==> src/sv/rle16_pkg.sv <==
// Shared types and constants for the 16-bit run-length frame decoder.
// No dependencies; every other file refers to this package by scoped names.
package rle16_pkg;

  // Fixed field widths of the stream and span channels
  localparam int WORD_W     = 16;
  localparam int IDX_W      = 20;
  localparam int LEN_W      = 15;
  localparam int COL_W      = 16;
  localparam int CFG_DATA_W = 11;
  localparam int CFG_IDX_W  = 1;

  // Configuration register indexes
  localparam logic [CFG_IDX_W-1:0] REG_FRAME_WIDTH  = 1'd0;
  localparam logic [CFG_IDX_W-1:0] REG_FRAME_HEIGHT = 1'd1;

  // Register reset values
  localparam logic [CFG_DATA_W-1:0] WIDTH_RESET  = 11'd640;
  localparam logic [CFG_DATA_W-1:0] HEIGHT_RESET = 11'd480;

  // Stream word coding
  localparam logic [WORD_W-1:0] FILL_VALUE = 16'h8000;
  localparam logic [LEN_W-1:0]  RUN_MASK   = 15'h7fff;

  // Work handed from the classifier to the span engine
  typedef enum logic [1:0] {
    CMD_FILL,
    CMD_LIT_PIX,
    CMD_LIT_START
  } cmd_kind_t;

  typedef struct packed {
    cmd_kind_t         kind;
    logic              last;   // final literal pixel of its run
    logic [WORD_W-1:0] word;
  } cmd_t;

  // Queue status seen by both sides
  typedef struct packed {
    logic full;
    logic empty;
  } q_stat_t;

endpackage

==> src/sv/rle16_if.sv <==
// Channel interfaces: stream word input, span output and register writes.
// Depends on rle16_pkg for field widths.
interface rle16_in_if;
  logic                           valid;
  logic                           ready;
  logic [rle16_pkg::WORD_W-1:0]   data_word;
  modport source (output valid, output data_word, input ready);
  modport sink   (input valid, input data_word, output ready);
endinterface

interface rle16_out_if;
  logic                           valid;
  logic                           ready;
  logic [rle16_pkg::IDX_W-1:0]    start_index;
  logic [rle16_pkg::LEN_W-1:0]    span_length;
  logic [rle16_pkg::WORD_W-1:0]   pixel_value;
  logic                           is_fill;
  logic                           frame_end;
  modport source (output valid, output start_index, output span_length,
                  output pixel_value, output is_fill, output frame_end, input ready);
  modport sink   (input valid, input start_index, input span_length,
                  input pixel_value, input is_fill, input frame_end, output ready);
endinterface

interface rle16_cfg_if;
  logic                              valid;
  logic                              ready;
  logic [rle16_pkg::CFG_IDX_W-1:0]   index;
  logic [rle16_pkg::CFG_DATA_W-1:0]  data;
  modport source (output valid, output index, output data, input ready);
  modport sink   (input valid, input index, input data, output ready);
endinterface

==> src/sv/rle16_front.sv <==
// Front end: accepts stream words, tracks the literal count, classifies beats.
// Depends on rle16_pkg (cmd_t, q_stat_t, constants).
module rle16_front (
  input  logic                          clk,
  input  logic                          rst_n,
  input  logic                          in_valid,
  output logic                          in_ready,
  input  logic [rle16_pkg::WORD_W-1:0]  in_data_word,
  input  rle16_pkg::q_stat_t            q_stat,
  output logic                          push,
  output rle16_pkg::cmd_t               cmd
);

  logic [rle16_pkg::LEN_W-1:0] left_r;
  logic [rle16_pkg::LEN_W-1:0] left_nxt;
  logic [rle16_pkg::LEN_W-1:0] run_len;
  logic                        accept;
  logic                        emit;

  assign in_ready = !q_stat.full;
  assign accept   = in_valid && in_ready;
  assign run_len  = in_data_word[rle16_pkg::LEN_W-1:0] & rle16_pkg::RUN_MASK;

  // Classify the beat: literal pixel, fill, literal header or nothing
  always_comb begin
    emit      = 1'b0;
    left_nxt  = left_r;
    cmd.kind  = rle16_pkg::CMD_FILL;
    cmd.last  = 1'b0;
    cmd.word  = in_data_word;
    if (left_r != '0) begin
      emit     = 1'b1;
      cmd.kind = rle16_pkg::CMD_LIT_PIX;
      cmd.last = (left_r == rle16_pkg::LEN_W'(1));
      left_nxt = left_r - rle16_pkg::LEN_W'(1);
    end else if (in_data_word[rle16_pkg::WORD_W-1]) begin
      emit     = (run_len != '0);
      cmd.kind = rle16_pkg::CMD_FILL;
    end else if (in_data_word != '0) begin
      emit     = 1'b1;
      cmd.kind = rle16_pkg::CMD_LIT_START;
      left_nxt = run_len;
    end
  end

  assign push = accept && emit;

  // Remaining literal count
  always_ff @(posedge clk) begin
    if (!rst_n) begin
      left_r <= '0;
    end else if (accept) begin
      left_r <= left_nxt;
    end
  end

endmodule

==> src/sv/rle16_fifo.sv <==
// Small command queue between the classifier and the span engine.
// Depends on rle16_pkg (cmd_t, q_stat_t).
module rle16_fifo #(
  parameter int DEPTH = 2
) (
  input  logic               clk,
  input  logic               rst_n,
  input  logic               push,
  input  rle16_pkg::cmd_t    push_cmd,
  input  logic               pop,
  output rle16_pkg::cmd_t    head_cmd,
  output rle16_pkg::q_stat_t q_stat
);

  localparam int AW = (DEPTH > 1) ? $clog2(DEPTH) : 1;
  localparam int CW = $clog2(DEPTH + 1);

  rle16_pkg::cmd_t mem_r [DEPTH];
  logic [AW-1:0]   wr_ptr_r;
  logic [AW-1:0]   rd_ptr_r;
  logic [CW-1:0]   cnt_r;
  logic            do_push;
  logic            do_pop;

  assign q_stat.full  = (cnt_r == CW'(DEPTH));
  assign q_stat.empty = (cnt_r == '0);
  assign do_push      = push && !q_stat.full;
  assign do_pop       = pop && !q_stat.empty;
  assign head_cmd     = mem_r[rd_ptr_r];

  // Entry storage
  always_ff @(posedge clk) begin
    if (do_push) begin
      mem_r[wr_ptr_r] <= push_cmd;
    end
  end

  // Pointers and fill level
  always_ff @(posedge clk) begin
    if (!rst_n) begin
      wr_ptr_r <= '0;
      rd_ptr_r <= '0;
      cnt_r    <= '0;
    end else begin
      if (do_push) begin
        wr_ptr_r <= (wr_ptr_r == AW'(DEPTH - 1)) ? '0 : wr_ptr_r + AW'(1);
      end
      if (do_pop) begin
        rd_ptr_r <= (rd_ptr_r == AW'(DEPTH - 1)) ? '0 : rd_ptr_r + AW'(1);
      end
      if (do_push && !do_pop) begin
        cnt_r <= cnt_r + CW'(1);
      end else if (do_pop && !do_push) begin
        cnt_r <= cnt_r - CW'(1);
      end
    end
  end

endmodule

==> src/sv/rle16_back.sv <==
// Span engine: keeps column, row and literal position, clips spans to the
// frame and holds the output register. Depends on rle16_pkg.
module rle16_back #(
  parameter int MAX_WIDTH  = 1024,
  parameter int MAX_HEIGHT = 1024
) (
  input  logic                              clk,
  input  logic                              rst_n,
  // register writes
  input  logic                              cfg_we,
  input  logic [rle16_pkg::CFG_IDX_W-1:0]   cfg_index,
  input  logic [rle16_pkg::CFG_DATA_W-1:0]  cfg_data,
  // command queue
  input  rle16_pkg::q_stat_t                q_stat,
  input  rle16_pkg::cmd_t                   cmd,
  output logic                              pop,
  // span output
  output logic                              out_valid,
  input  logic                              out_ready,
  output logic [rle16_pkg::IDX_W-1:0]       out_start_index,
  output logic [rle16_pkg::LEN_W-1:0]       out_span_length,
  output logic [rle16_pkg::WORD_W-1:0]      out_pixel_value,
  output logic                              out_is_fill,
  output logic                              out_frame_end
);

  localparam int WID_W = $clog2(MAX_WIDTH + 1);
  localparam int ROW_W = $clog2(MAX_HEIGHT + 1);
  localparam int POS_W = $clog2(MAX_WIDTH * MAX_HEIGHT + 1);
  localparam int MX1   = (POS_W > rle16_pkg::COL_W) ? POS_W : rle16_pkg::COL_W;
  localparam int SUM_W = ((MX1 > rle16_pkg::IDX_W) ? MX1 : rle16_pkg::IDX_W) + 1;
  localparam int COL_W = rle16_pkg::COL_W;
  localparam int LEN_W = rle16_pkg::LEN_W;
  localparam int IDX_W = rle16_pkg::IDX_W;

  // Clamp a written width or height into 1..max
  function automatic logic [WID_W-1:0] clamp_w(input logic [rle16_pkg::CFG_DATA_W-1:0] v);
    logic [WID_W-1:0] r;
    if (v == '0) begin
      r = WID_W'(1);
    end else if (int'(v) > MAX_WIDTH) begin
      r = WID_W'(MAX_WIDTH);
    end else begin
      r = WID_W'(v);
    end
    return r;
  endfunction

  function automatic logic [ROW_W-1:0] clamp_h(input logic [rle16_pkg::CFG_DATA_W-1:0] v);
    logic [ROW_W-1:0] r;
    if (v == '0) begin
      r = ROW_W'(1);
    end else if (int'(v) > MAX_HEIGHT) begin
      r = ROW_W'(MAX_HEIGHT);
    end else begin
      r = ROW_W'(v);
    end
    return r;
  endfunction

  // Configuration and position state
  logic [WID_W-1:0]  eff_w_r;
  logic [ROW_W-1:0]  eff_h_r;
  logic [POS_W-1:0]  total_r;
  logic [POS_W-1:0]  row_base_r;
  logic [ROW_W-1:0]  row_r;
  logic [COL_W-1:0]  col_r;
  logic [IDX_W-1:0]  lit_pos_r;

  // Output register
  logic              out_valid_r;
  logic [IDX_W-1:0]  res_start_r;
  logic [LEN_W-1:0]  res_len_r;
  logic [rle16_pkg::WORD_W-1:0] res_val_r;
  logic              res_fill_r;
  logic              res_fe_r;

  // Datapath
  logic [WID_W-1:0]  w_new;
  logic [ROW_W-1:0]  h_new;
  logic [POS_W-1:0]  w_new_x;
  logic [POS_W-1:0]  h_new_x;
  logic [POS_W-1:0]  row_x;
  logic [SUM_W-1:0]  start_sum;
  logic [SUM_W-1:0]  total_x;
  logic [SUM_W-1:0]  remain;
  logic [LEN_W-1:0]  run_len;
  logic [COL_W-1:0]  col_step;
  logic [ROW_W-1:0]  row_inc;
  logic              close_req;
  logic              closes;
  logic              frame_wrap;
  logic              fill_in;
  logic              lit_in;
  logic              produce;
  logic              load;
  logic [IDX_W-1:0]  res_start;
  logic [LEN_W-1:0]  res_len;
  logic              res_fill;

  // New register values for a write
  assign w_new   = (cfg_index == rle16_pkg::REG_FRAME_WIDTH)  ? clamp_w(cfg_data) : eff_w_r;
  assign h_new   = (cfg_index == rle16_pkg::REG_FRAME_HEIGHT) ? clamp_h(cfg_data) : eff_h_r;
  assign w_new_x = POS_W'(w_new);
  assign h_new_x = POS_W'(h_new);
  assign row_x   = POS_W'(row_r);

  // Position arithmetic for the command at the queue head
  assign run_len   = cmd.word[LEN_W-1:0] & rle16_pkg::RUN_MASK;
  assign start_sum = SUM_W'(row_base_r) + SUM_W'(col_r);
  assign total_x   = SUM_W'(total_r);
  assign remain    = total_x - start_sum;
  assign fill_in   = (start_sum < total_x);
  assign lit_in    = (SUM_W'(lit_pos_r) < total_x);
  assign col_step  = (cmd.kind == rle16_pkg::CMD_FILL) ? col_r + COL_W'(run_len)
                                                       : col_r + COL_W'(1);
  assign close_req = (cmd.kind == rle16_pkg::CMD_FILL) ||
                     ((cmd.kind == rle16_pkg::CMD_LIT_PIX) && cmd.last);
  assign closes     = close_req && (col_step >= COL_W'(eff_w_r));
  assign row_inc    = row_r + ROW_W'(1);
  assign frame_wrap = (row_inc >= eff_h_r);

  // Result selection
  always_comb begin
    produce   = 1'b0;
    res_start = lit_pos_r;
    res_len   = LEN_W'(1);
    res_fill  = 1'b0;
    unique case (cmd.kind)
      rle16_pkg::CMD_FILL: begin
        produce   = fill_in;
        res_start = start_sum[IDX_W-1:0];
        res_len   = (SUM_W'(run_len) < remain) ? run_len : remain[LEN_W-1:0];
        res_fill  = 1'b1;
      end
      rle16_pkg::CMD_LIT_PIX: begin
        produce = lit_in;
      end
      default: begin
        produce = 1'b0;
      end
    endcase
  end

  // A register write takes the cycle; the queue head waits
  assign pop  = !q_stat.empty && (!out_valid_r || out_ready) && !cfg_we;
  assign load = pop && produce;

  // Register file and position state
  always_ff @(posedge clk) begin
    if (!rst_n) begin
      eff_w_r    <= WID_W'(clamp_w(rle16_pkg::WIDTH_RESET));
      eff_h_r    <= ROW_W'(clamp_h(rle16_pkg::HEIGHT_RESET));
      total_r    <= POS_W'(clamp_w(rle16_pkg::WIDTH_RESET)) *
                    POS_W'(clamp_h(rle16_pkg::HEIGHT_RESET));
      row_base_r <= '0;
      row_r      <= '0;
      col_r      <= '0;
      lit_pos_r  <= '0;
    end else if (cfg_we) begin
      eff_w_r    <= w_new;
      eff_h_r    <= h_new;
      total_r    <= w_new_x * h_new_x;
      row_base_r <= row_x * w_new_x;
    end else if (pop) begin
      if (cmd.kind == rle16_pkg::CMD_LIT_START) begin
        lit_pos_r <= start_sum[IDX_W-1:0];
      end else begin
        if (cmd.kind == rle16_pkg::CMD_LIT_PIX) begin
          lit_pos_r <= lit_pos_r + IDX_W'(1);
        end
        if (closes) begin
          col_r <= '0;
          if (frame_wrap) begin
            row_r      <= '0;
            row_base_r <= '0;
          end else begin
            row_r      <= row_inc;
            row_base_r <= row_base_r + POS_W'(eff_w_r);
          end
        end else begin
          col_r <= col_step;
        end
      end
    end
  end

  // Output valid
  always_ff @(posedge clk) begin
    if (!rst_n) begin
      out_valid_r <= 1'b0;
    end else if (load) begin
      out_valid_r <= 1'b1;
    end else if (out_ready) begin
      out_valid_r <= 1'b0;
    end
  end

  // Output payload
  always_ff @(posedge clk) begin
    if (load) begin
      res_start_r <= res_start;
      res_len_r   <= res_len;
      res_val_r   <= res_fill ? rle16_pkg::FILL_VALUE : cmd.word;
      res_fill_r  <= res_fill;
      res_fe_r    <= closes && frame_wrap;
    end
  end

  assign out_valid       = out_valid_r;
  assign out_start_index = res_start_r;
  assign out_span_length = res_len_r;
  assign out_pixel_value = res_val_r;
  assign out_is_fill     = res_fill_r;
  assign out_frame_end   = res_fe_r;

endmodule

==> src/sv/rle16_frame_decoder.sv <==
// Top level of the 16-bit run-length frame decoder: classifier, queue, span engine.
// Depends on rle16_pkg, rle16_if, rle16_front, rle16_fifo and rle16_back.
//
//   channel  direction  handshake      beat
//   in_s     in         valid/ready    one 16-bit stream word
//   out_s    out        valid/ready    one span: start, length, value, flags
//   cfg_s    in         valid/ready    register index and 11-bit data
//
// Throughput is one stream word per cycle while in_s.ready is high; a span reaches
// out_s through the queue write and then the span engine's output register.
// The span engine's column/row update loop sets the rate. Synchronous
// active-low reset clears positions and loads 640 x 480.
// An output stall fills the output register, then the two-entry queue, and
// then drops in_s.ready; cfg_s.ready is always high.
module rle16_frame_decoder #(
  parameter int MAX_WIDTH  = 1024,
  parameter int MAX_HEIGHT = 1024
) (
  input  logic        clk,
  input  logic        rst_n,
  rle16_in_if.sink    in_s,
  rle16_out_if.source out_s,
  rle16_cfg_if.sink   cfg_s
);

  rle16_pkg::q_stat_t q_stat;
  rle16_pkg::cmd_t    push_cmd;
  rle16_pkg::cmd_t    head_cmd;
  logic               push;
  logic               pop;

  assign cfg_s.ready = 1'b1;

  // Classifier
  rle16_front u_front (
    .clk          (clk),
    .rst_n        (rst_n),
    .in_valid     (in_s.valid),
    .in_ready     (in_s.ready),
    .in_data_word (in_s.data_word),
    .q_stat       (q_stat),
    .push         (push),
    .cmd          (push_cmd)
  );

  // Command queue
  rle16_fifo #(
    .DEPTH (2)
  ) u_fifo (
    .clk      (clk),
    .rst_n    (rst_n),
    .push     (push),
    .push_cmd (push_cmd),
    .pop      (pop),
    .head_cmd (head_cmd),
    .q_stat   (q_stat)
  );

  // Span engine
  rle16_back #(
    .MAX_WIDTH  (MAX_WIDTH),
    .MAX_HEIGHT (MAX_HEIGHT)
  ) u_back (
    .clk             (clk),
    .rst_n           (rst_n),
    .cfg_we          (cfg_s.valid && cfg_s.ready),
    .cfg_index       (cfg_s.index),
    .cfg_data        (cfg_s.data),
    .q_stat          (q_stat),
    .cmd             (head_cmd),
    .pop             (pop),
    .out_valid       (out_s.valid),
    .out_ready       (out_s.ready),
    .out_start_index (out_s.start_index),
    .out_span_length (out_s.span_length),
    .out_pixel_value (out_s.pixel_value),
    .out_is_fill     (out_s.is_fill),
    .out_frame_end   (out_s.frame_end)
  );

  // The span engine never takes from an empty queue
  a_pop_nonempty: assert property (@(posedge clk) disable iff (!rst_n)
    pop |-> !q_stat.empty)
    else $error("span engine popped an empty queue");

  // A span never has zero length
  a_len_nonzero: assert property (@(posedge clk) disable iff (!rst_n)
    out_s.valid |-> out_s.span_length != '0)
    else $error("zero-length span");

  // Literal spans cover exactly one pixel
  a_lit_len: assert property (@(posedge clk) disable iff (!rst_n)
    out_s.valid && !out_s.is_fill |-> out_s.span_length == rle16_pkg::LEN_W'(1))
    else $error("literal span longer than one pixel");

  // Fill spans carry the transparent value
  a_fill_val: assert property (@(posedge clk) disable iff (!rst_n)
    out_s.valid && out_s.is_fill |-> out_s.pixel_value == rle16_pkg::FILL_VALUE)
    else $error("fill span with wrong value");

endmodule
==> src/flat_wrapper.sv <==
// flat-port wrapper written by rule: the top's interface ports become plain ports
module rle16_frame_decoder_flat 
#(
  parameter int MAX_WIDTH  = 1024,
  parameter int MAX_HEIGHT = 1024
)
  (clk, rst_n, in_s_valid, in_s_data_word, in_s_ready, out_s_valid, out_s_start_index, out_s_span_length, out_s_pixel_value, out_s_is_fill, out_s_frame_end, out_s_ready, cfg_s_valid, cfg_s_index, cfg_s_data, cfg_s_ready);
  rle16_in_if in_s_i ();
  rle16_out_if out_s_i ();
  rle16_cfg_if cfg_s_i ();
  input  logic clk;
  input  logic rst_n;
  input wire logic [$bits(in_s_i.valid)-1:0] in_s_valid;
  input wire logic [$bits(in_s_i.data_word)-1:0] in_s_data_word;
  output wire logic [$bits(in_s_i.ready)-1:0] in_s_ready;
  output wire logic [$bits(out_s_i.valid)-1:0] out_s_valid;
  output wire logic [$bits(out_s_i.start_index)-1:0] out_s_start_index;
  output wire logic [$bits(out_s_i.span_length)-1:0] out_s_span_length;
  output wire logic [$bits(out_s_i.pixel_value)-1:0] out_s_pixel_value;
  output wire logic [$bits(out_s_i.is_fill)-1:0] out_s_is_fill;
  output wire logic [$bits(out_s_i.frame_end)-1:0] out_s_frame_end;
  input wire logic [$bits(out_s_i.ready)-1:0] out_s_ready;
  input wire logic [$bits(cfg_s_i.valid)-1:0] cfg_s_valid;
  input wire logic [$bits(cfg_s_i.index)-1:0] cfg_s_index;
  input wire logic [$bits(cfg_s_i.data)-1:0] cfg_s_data;
  output wire logic [$bits(cfg_s_i.ready)-1:0] cfg_s_ready;
  assign in_s_i.valid = in_s_valid;
  assign in_s_i.data_word = in_s_data_word;
  assign in_s_ready = in_s_i.ready;
  assign out_s_valid = out_s_i.valid;
  assign out_s_start_index = out_s_i.start_index;
  assign out_s_span_length = out_s_i.span_length;
  assign out_s_pixel_value = out_s_i.pixel_value;
  assign out_s_is_fill = out_s_i.is_fill;
  assign out_s_frame_end = out_s_i.frame_end;
  assign out_s_i.ready = out_s_ready;
  assign cfg_s_i.valid = cfg_s_valid;
  assign cfg_s_i.index = cfg_s_index;
  assign cfg_s_i.data = cfg_s_data;
  assign cfg_s_ready = cfg_s_i.ready;
  rle16_frame_decoder #(.MAX_WIDTH(MAX_WIDTH), .MAX_HEIGHT(MAX_HEIGHT)) u_core (.clk(clk), .rst_n(rst_n), .in_s(in_s_i), .out_s(out_s_i), .cfg_s(cfg_s_i));
endmodule
==> config.mk <==
export PLATFORM = sky130hd
export DESIGN_NAME = rle16_frame_decoder_flat
export DESIGN_NICKNAME = d
export VERILOG_FILES = /design/src/sv/rle16_pkg.sv /design/src/sv/rle16_if.sv /design/src/sv/rle16_front.sv /design/src/sv/rle16_fifo.sv /design/src/sv/rle16_back.sv /design/src/sv/rle16_frame_decoder.sv /design/src/flat_wrapper.sv
export SDC_FILE = /design/constraint.sdc
export NUM_CORES = 1
export LEC_CHECK = 0
export BUFFER_PORTS_ARGS = -buffer_cell sky130_fd_sc_hd__buf_2
export CAP_MARGIN = 10
export CORE_ASPECT_RATIO = 2
export CORE_MARGIN = 2
export CORE_UTILIZATION = 55
export CTS_CLUSTER_SIZE = 8
export DETAILED_ROUTE_END_ITERATION = 8
export PLACE_DENSITY = 0.82
export SETUP_SLACK_MARGIN = 0.5
export SYNTH_ARGS = -nofsm -noshare
export SYNTH_HDL_FRONTEND = slang
export SYNTH_SLANG_ARGS = --single-unit
==> constraint.sdc <==
create_clock -name clk -period 12.6 [get_ports clk]
set_input_delay 1.89 -clock clk [delete_from_list [all_inputs] [get_ports clk]]
set_output_delay 1.89 -clock clk [all_outputs]
set_load 0.01 [all_outputs]
* Yosys cells after proc, flatten, opt, wreduce, memory -nomap -nowiden
Memories as Yosys holds them, arrays and structs flattened. A register that Yosys moved wholly into a read port is not among the register bits.
Index checks and enable logic that the tools add are counted.
** Cells by class
- Add/subtract/negate cells :: 12
- Multiply operators :: 2
- Order comparisons :: 6
- Equal/unequal tests :: 6
- Multiplexer cells :: 38
- Bitwise logic cells :: 2
- Reductions and logical operators :: 37
** Operators with widths (count)
- two-way mux 21 bit :: 5
- two-way mux 15 bit :: 4
- two-way mux 20 bit :: 3
- two-way mux 11 bit :: 5
- multiplier 11 x 11 -> 21 bit :: 2
- two-way mux 16 bit :: 2
- nonzero test 15 bit :: 2
- adder 21 x 16 -> 22 bit :: 1
- < comparator 15 x 22 -> 1 bit :: 1
- < comparator 22 x 21 -> 1 bit :: 1
- subtractor 21 x 22 -> 22 bit :: 1
- adder 21 x 11 -> 21 bit :: 1
- < comparator 20 x 21 -> 1 bit :: 1
- adder 20 x 1 -> 20 bit, second input constant :: 1
- adder 16 x 1 -> 16 bit, second input constant :: 1
- adder 16 x 15 -> 16 bit :: 1
- greater-or-equal comparator 16 x 11 -> 1 bit :: 1
- nonzero test 16 bit :: 1
- equality test 15 x 1 -> 1 bit, second input constant :: 1
- subtractor 15 x 1 -> 15 bit, second input constant :: 1
- two-way mux 1 bit :: 13
- logical AND 1 bit :: 12
- AND reduction 3 bit :: 4
- nonzero test 2 bit :: 6
- 18 further kinds :: 32
** Storage, ports and cells
- Bits in registers :: 184
- RAM bits :: 38
- Bits of input ports :: 33
- Memories kept :: 1
** Memory list
- u_core.u_fifo.mem_r :: depth 2, width 19, read ports 1, clocked after Yosys merged registers in 1, wr ports 1, RTL line rle16_fifo.sv:18 : rle16_pkg::cmd_t mem_r [DEPTH];

* Longest topological paths before layout
Gate-level depths: netlist (run 1).
- Depth in word-level cells :: 10
- Depth in mapped cells :: 28
- Mapped depth without buffers :: 26

* By module
Synthesis (run 1) repeated with hierarchy kept, for this count alone.
** Second synthesis, totals
- Cell total of the unflattened synthesis :: 2640
- Area total of the unflattened synthesis :: 23042.1 um^2
** By module, submodules not included
- rle16_back :: instances 1, cells an instance 2385, area an instance 20103.0 um^2, sequential area each 3833.7 um^2
- rle16_fifo :: instances 1, cells an instance 84, area an instance 1601.5 um^2, sequential area each 1241.2 um^2
- rle16_front :: instances 1, cells an instance 169, area an instance 1326.3 um^2, sequential area each 300.3 um^2
- rle16_frame_decoder :: instances 1, cells an instance 2, area an instance 11.3 um^2, sequential area each 0.0 um^2

* Worst setup path after synthesis (run 1)
OpenSTA, ideal clock, no wires.
- Path kind :: input-to-reg
- Start point :: input port cfg_s_index
- End point :: register u_core.u_back.row_base_r[20]
- Data arrival time :: 8.212 ns
- Setup slack :: 4.248 ns
- Stages on the path :: 25
- Buffers on the path :: 4
- Path through :: clkbuf_1 clkbuf_1 buf_1 nand2_1 o21ai_1 clkbuf_1 nand2_1 fa_1 fa_1 inv_1 fa_1 fa_1 inv_1 fa_1 inv_1 ha_1 a21oi_1 o21ai_0 a2111oi_0 o31ai_1 o41ai_1 o21ai_0 xnor2_1 nand3_1 o311ai_0
** On the way
- Word-level cells in the longest chain between the ends :: 3
** Ends and longest elaborated chain
- start, declared :: RTL line flat_wrapper.sv:24 : input wire logic [$bits(cfg_s_i.index)-1:0] cfg_s_index;
- two-way mux 11 bit :: RTL line rle16_back.sv:102 : assign w_new = (cfg_index == rle16_pkg::REG_FRAME_WIDTH) ? clamp_w(cfg_data) : eff_w_r;
- multiplier 11 x 11 -> 21 bit :: RTL line rle16_back.sv:164 : row_base_r <= row_x * w_new_x;
- two-way mux 21 bit :: RTL line rle16_back.sv:160 : end else if (cfg_we) begin
- end signal, assigned :: RTL line rle16_back.sv:164
- end signal, assigned :: RTL line rle16_back.sv:179 : row_base_r <= row_base_r + POS_W'(eff_w_r);
- end, declared :: RTL line rle16_back.sv:65 : logic [POS_W-1:0] row_base_r;
No other way between the ends.
A chain may end at the register's enable or synchronous reset.

* Worst setup path in the final report (run 1)
Same ends and word-level chain as after synthesis.

==> impl_metrics.toml, run 1 <==
[pwr]
peakVddDrop_v = 0.000102
p_leak_nw = 11.1
finalPower_mw = 3.80
powerDensity_mw_per_mm2 = 157

[clocking]
cts_sinks = 223
cts_resized = 0
cts_tree = "yes"
cts_max_path_buffers = 3
cts_setup_buffers = 0
clk_latency_ns = 0.54
path_clk_slew_ns = 0.05
root_buffer = "clkbuf_16"
cts_buffers = 34
cts_hold_buf = 0
htree_levels = 2

[hold_path]
hold_depth = 2
hold_path.class = "reg2reg"
min_to = "u_core.u_back.eff_h_r[9]$_SDFFE_PN0P_"
holdCritStartpoint = "u_core.u_back.eff_h_r[9]$_SDFFE_PN0P_"

[setup_path]
critPathLaunchType = "input pin"
critPathKind = "in2reg"
worst_r2r_path_depth = 22
critical-path-top-delay-family = "adder cells"
r2r_setup_slack_ns = 5.49
reg2reg_to = "u_core.u_back.row_r[6]$_SDFFE_PN0P_"
end_kind = "register"
critPathMaxStageDelay_ns = 0.74
timing.critical_path.buf_inv = 5
cp_slowest_cell = "buf_2"
cpMostUsedCell = "fa_1"
worstPathArrival_ns = 9.06
crit_required_ns = 12.98
cp_max_fo = 53
path_cells = "buf_2, nand2_1, o21ai_1, buf_4, nand2_1, fa_1, fa_1, inv_1, fa_1, fa_1, inv_1, fa_1, inv_1, ha_1, a21oi_1, o21ai_0, a2111oi_0, o31ai_1, o41ai_1, o21ai_0, xnor2_1, nand3_1, o311ai_0"

[drt]
drt_wl_total_mm = 67.8
drc = 0
postRouteAntennaNets = 0
wl_per_cell_um = 21.2
dr.pass1.iters = 7
viasPerCell = 6.20
drt_iter0_markers = 1339
vias = 19833

[timing]
slew_headroom_pct = 21.3
rsz0062_at_grt = "no"
tns_ns = 0
period_minus_slack_ns = 8.68
hold_violations = 0
finalCritPeriodShare_pct = 68.9
setup_viol = 0
fmax_mhz = 115
slew_violations = 0
clock_skew_ns = 0.0279
worst_slew_pin_slew_ns = 1.17

[synthesis]
syn-instance-count = 2605
synth.avg_cell_area_um2 = 8.61
synth_nets = 3040
ys_seq_area_share_pct = 24.0
synthArstFlopShare_pct = 0
synth-main-ff-cell = "dfxtp_1"
synth_area_mm2 = 0.0224
synth_cell_types = 94
ys_warn_count = 0
synth-seq-cells = 223
synth-edff-count = 91

[global_routing]
grt_pass1_wl_mm = 108
grt_max_degree = 63
grt_use_total_pct = 32.2
overflow = 0
antenna_found_initial = 0
grt_pass1_vias = 20585

[placement]
port_buffers = 87
gp_congestion = 1.05
dpl.hpwl_mm = 53.2

[floorplanning]
dieArea_mm2 = 0.0425
start_util_pct = 55.8
num_io_pins = 89
core_area_mm2 = 0.0402
core.rowCount = 104
die_h_um = 290
die_w_um = 147

[cells_and_area]
layout_common_cells = "inv_1, nand2_1, nor2_1"
n_antenna_cell = 0
syn_to_final_growth_pct = 8.15
mostFrequentLayoutCell = "inv_1"
final-seq-area_mm2 = 0.00538
fill_cells = 3454
drive_above_1_share_pct = 7.71
finalNetCount = 3086
multi_input_area_mm2 = 0.0155

[flow_run]
maxCapViolCount = 0

[status]
status = "complete, no violations"
-- where the power goes --
part | leakage, nW | switching [mW] | total [mW] | internal [mW]
Clock | 0.469 | 0.342 | 0.848 | 0.505
Combinational | 8.72 | 1.26 | 1.95 | 0.692
Sequential | 1.93 | 0.0891 | 1.00 | 0.911
Total | 11.1 | 1.69 | 3.80 | 2.11
-- layer usage --
layer | up-vias | part of all wire (%) | track usage [%]
met2 | 935 | 50 | 57.8
met4 | 0 | 11 | 30.7
met1 | 9469 | 33 | 31.4
li1 | 9035 | - | -
met5 | - | 0 | 0
met3 | 394 | 5.7 | 4.55
-- state kept, by name, summed over array words and instances (netlist names), named ones only --
register	count
u_core.u_fifo.mem_r	38
u_core.u_back.row_base_r	21
u_core.u_back.total_r	21
u_core.u_back.lit_pos_r	20
u_core.u_back.out_start_index	20
u_core.u_back.col_r	16
u_core.u_back.out_pixel_value	16
u_core.u_back.out_span_length	15
u_core.u_front.left_r	15
u_core.u_back.eff_h_r	11
u_core.u_back.eff_w_r	11
u_core.u_back.row_r	11
u_core.u_fifo.cnt_r	2
u_core.u_back.out_frame_end	1
u_core.u_back.out_is_fill	1
u_core.u_back.out_valid	1
u_core.u_fifo.rd_ptr_r	1
u_core.u_fifo.wr_ptr_r	1
-- synthesized netlist by cell type, drive strengths merged, types with 5 or more instances --
cell	count	area, um2
inv	300	1130
nand2	271	1020
nor2	250	943
ha	240	3000
fa	162	3240
a21oi	143	731
dfxtp	132	2640
o21ai	130	666
edfxtp	91	2730
and2	82	513
clkbuf	79	297
nand3	74	375
xnor2	63	552
nor3	56	280
mux2i	48	480
a21o	42	315
a211oi	34	260
mux2	34	383
xor2	34	298
nand2b	30	188
o21a	28	210
a31oi	25	171
buf	23	136
o211ai	20	150
and3	19	119
or3	19	119
nor4	18	128
nand4	15	93.8
nor2b	13	81.3
o31ai	8	65.1
a2111oi	7	98.8
o2111ai	7	61.3
a22oi	6	45.0
a311oi	6	52.6
nor3b	6	50.1
o21bai	6	45.0
a32oi	5	43.8
o22ai	5	31.3
or4	5	37.5
-- kinds of logic (layout without fill, tap and decap cells) --
family | Yosys count | after routing | share of synthesized area [%]
AO/OA/AOI/OAI | 523 | 523 | 15.3
XOR/XNOR | 97 | 97 | 3.79
adder cells (fa/ha/maj) | 402 | 402 | 27.9
buffers and inverters | 402 | 468 | 6.95
flip-flops | 223 | 223 | 24.0
multiplexers | 82 | 82 | 3.85
other | 1 | 1 | 0.0167
AND/OR/NAND/NOR | 875 | 875 | 18.2
-- worst max path at each step --
stage | startpoint | endpoint | slack [ns] | cells after the start
after CTS | cfg_s_index | u_core.u_back.row_base_r[20]$_SDFFE_PN0P_ | 4.09 | 23
after floorplan | cfg_s_index | u_core.u_back.row_base_r[20]$_SDFFE_PN0P_ | 4.25 | 25
after global routing | cfg_s_index | u_core.u_back.row_base_r[20]$_SDFFE_PN0P_ | 3.58 | 23
after detailed placement | cfg_s_index | u_core.u_back.row_base_r[20]$_SDFFE_PN0P_ | 3.60 | 23
after global placement | cfg_s_index | u_core.u_back.row_base_r[20]$_SDFFE_PN0P_ | 3.78 | 23
final | cfg_s_index | u_core.u_back.row_base_r[20]$_SDFFE_PN0P_ | 3.92 | 23
-- layout make-up --
class / count / share of cell area, %
clock inverter: 5 / 0.181
tap: 530 / 2.73
clock buffer: 51 / 3.81
multi-input combinational: 1980 / 63.9
sequential: 223 / 22.2
inverter: 300 / 4.64
timing repair buffer: 112 / 2.58
-- tightest hold or removal path, cell delays in order, from the launching register on --
cell	delay, ns
dfxtp_1	0.31
nor2_1	0.08
a211oi_1	0.05
-- stage by stage --
step	worst slack, ns	instances	utilization [%]	hold slack (ns)	instance area (um2)
2_1_floorplan	4.25	2605	-	0.453	22400
3_3_place_gp	3.78	3145	57.9	0.460	23300
3_5_place_dp	3.60	3145	57.9	0.483	23300
4_1_cts	4.09	3201	60.3	0.492	24200
5_1_grt	3.58	3201	60.3	0.504	24200
6_report	3.92	3201	60.3	0.487	24200
Power figures use the tool's default switching activity.
==> inputs of run 2 (changes only) <==
--- a/config.mk
+++ b/config.mk
@@ -12,7 +12,7 @@
 export CORE_UTILIZATION = 55
 export CTS_CLUSTER_SIZE = 8
 export DETAILED_ROUTE_END_ITERATION = 8
-export PLACE_DENSITY = 0.82
+export PLACE_DENSITY = 0.85
 export SETUP_SLACK_MARGIN = 0.5
 export SYNTH_ARGS = -nofsm -noshare
 export SYNTH_HDL_FRONTEND = slang
==> constraint.sdc (replaced) <==
create_clock -name clk -period 7.8 [get_ports clk]
set_input_delay 1.17 -clock clk [delete_from_list [all_inputs] [get_ports clk]]
set_output_delay 1.17 -clock clk [all_outputs]
set_load 0.01 [all_outputs]
==> impl_metrics.toml, run 2 (synthesis results as in run 1) <==
[hold_path]
hold_path.class = "reg2reg"
hold_depth = 2
holdCritStartpoint = "u_core.u_back.eff_h_r[4]$_SDFFE_PN0P_"

[setup_path]
critPathKind = "reg2reg"
regToRegStartpoint = "u_core.u_back.row_base_r[0]$_SDFFE_PN0P_"
timing.critical_path.buf_inv = 0
critPathLaunchType = "register"
worst_r2r_path_depth = 23
cp_slowest_cell = "xnor2_1"
crit_cells = 23
critical-path-top-delay-family = "compound AO/OA/AOI/OAI gates"
worstPathArrival_ns = 7.32
critPathMaxStageDelay_ns = 0.80
crit_required_ns = 8.08
cp_max_fo = 14
crit_start = "u_core.u_back.row_base_r[0]$_SDFFE_PN0P_"
path_cells = "ha_1, fa_1, a21o_1, a21oi_1, o21a_1, nor2_1, xnor2_1, ha_1, a21oi_2, o21ai_1, o21ai_0, nand2_1, xnor2_1, ha_1, a21o_1, a21o_1, a21oi_1, o21ai_0, a21oi_1, a41o_1, nor4_4, and3_1, mux2_2"
end_kind = "register"

[timing]
timing.hold.ws_ns = 0.487
tns_ns = 0
period_minus_slack_ns = 7.04
finalCritPeriodShare_pct = 90.3
worst_slew_pin_slew_ns = 1.12
slew_headroom_pct = 24.7
fmax_mhz = 142
setup_viol = 0
clock_skew_ns = 0.0288
finalWorstSetupSlack_ns = 0.756
hold_violations = 0
slew_violations = 0
rsz0062_at_grt = "no"

[drt]
postRouteAntennaNets = 0
vias = 19882
wl_per_cell_um = 21.8
drt_wl_total_mm = 70.3
drc = 0
viasPerCell = 6.16
dr.pass1.iters = 6
drt_iter0_markers = 1329

[pwr]
p_leak_nw = 11.3
finalPower_mw = 6.23
powerDensity_mw_per_mm2 = 254
peakVddDrop_v = 0.000137

[global_routing]
grt_max_degree = 72
antenna_found_initial = 0
grt_use_total_pct = 33.0
grt_pass1_wl_mm = 109
overflow = 0
grt_pass1_vias = 20120

[clocking]
cts_hold_buf = 0
htree_levels = 2
cts_tree = "yes"
root_buffer = "clkbuf_16"
cts_max_path_buffers = 3
cts_buffers = 34
clk_latency_ns = 0.53
cts_sinks = 223
path_clk_slew_ns = 0.05

[cells_and_area]
mostFrequentLayoutCell = "inv_1"
multi_input_area_mm2 = 0.0155
syn_to_final_growth_pct = 9.31
layout_common_cells = "inv_1, nand2_1, nor2_1"
top_register = "u_core.u_fifo.mem_r"
largest_reg_flops = 38
fin_area_mm2 = 0.0245
drive_above_1_share_pct = 8.67
fin_util_pct = 61.0
finalNetCount = 3113
final-seq-area_mm2 = 0.00538
n_antenna_cell = 0
fill_cells = 3441
fin_cells = 3228
reg_top3 = "u_core.u_fifo.mem_r x38, u_core.u_back.row_base_r x21, u_core.u_back.total_r x21"

[floorplanning]
start_util_pct = 55.8
dieArea_mm2 = 0.0425
core.rowCount = 104
core_area_mm2 = 0.0402
num_io_pins = 89
die_h_um = 290
die_w_um = 147

[status]
status = "complete, no violations"

[placement]
port_buffers = 87
dp_cells = 3171
placed_area_mm2 = 0.0235
pre_cts_slack_ns = 0.293
gp_congestion = 1.03
dpl.hpwl_mm = 55.4

[flow_run]
maxCapViolCount = 0
-- run 2: cell types whose count changed in the layout (fill, tap and decap cells not counted), sizes merged --
cell / previous run / this run
bufinv: 0 / 2
clkinv: 3 / 1
buf: 112 / 139
-- run 2: worst register-to-register path, cell delays in order (launching register included) --
cell     delay, ns
dfxtp_1       0.33
ha_1          0.25
fa_1          0.42
a21o_1        0.20
a21oi_1       0.34
o21a_1        0.18
nor2_1        0.07
xnor2_1       0.80
ha_1          0.45
a21oi_2       0.19
o21ai_1       0.14
o21ai_0       0.32
nand2_1       0.11
xnor2_1       0.59
ha_1          0.29
a21o_1        0.12
a21o_1        0.11
a21oi_1       0.06
o21ai_0       0.07
a21oi_1       0.08
a41o_1        0.25
nor4_4        0.37
and3_1        0.64
mux2_2        0.43
-- run 2: worst paths after layout --
| check | endpoint | slack [ns] |
|---|---|---|
| worst max-delay path | u_core.u_back.out_span_length[3]$_SDFFCE_PN0P_ | 0.76 |
| worst min-delay path | u_core.u_back.eff_h_r[4]$_SDFFE_PN0P_ | 0.49 |
| worst max register to register | u_core.u_back.out_span_length[3]$_SDFFCE_PN0P_ | 0.76 |
| worst min register to register | u_core.u_back.eff_h_r[4]$_SDFFE_PN0P_ | 0.49 |
-- run 2: timing repair --
action | CTS | global route
gates resized for setup | 0 | 2
buffers inserted | 0 | 0
endpoints found under the setup margin | 0 | 6
hold endpoints to repair | 0 | 0
-- run 2: per-layer routing --
layer | GRT usage (%) | routed length [um] | up-vias
li1 | - | - | 9112
met1 | 31.3 | 22800 | 9496
met2 | 61.0 | 35900 | 899
met3 | 4.33 | 3690 | 375
met4 | 30.3 | 7880 | 0
met5 | 0 | 0 | -
-- run 2: power breakdown --
group / switching (mW) / internal [mW] / total [mW]
registers: 0.142 / 1.47 / 1.61
clock network: 0.561 / 0.874 / 1.43
logic: 2.04 / 1.13 / 3.18
-- run 2: final cells by class --
| type | instances | share of cell area [%] |
|---|---|---|
| Clock buffer | 51 | 3.73 |
| Clock inverter | 5 | 0.383 |
| Inverter | 300 | 4.59 |
| Multi-Input combinational cell | 1980 | 63.3 |
| Sequential cell | 223 | 21.9 |
| Tap cell | 530 | 2.71 |
| Timing Repair Buffer | 139 | 3.39 |
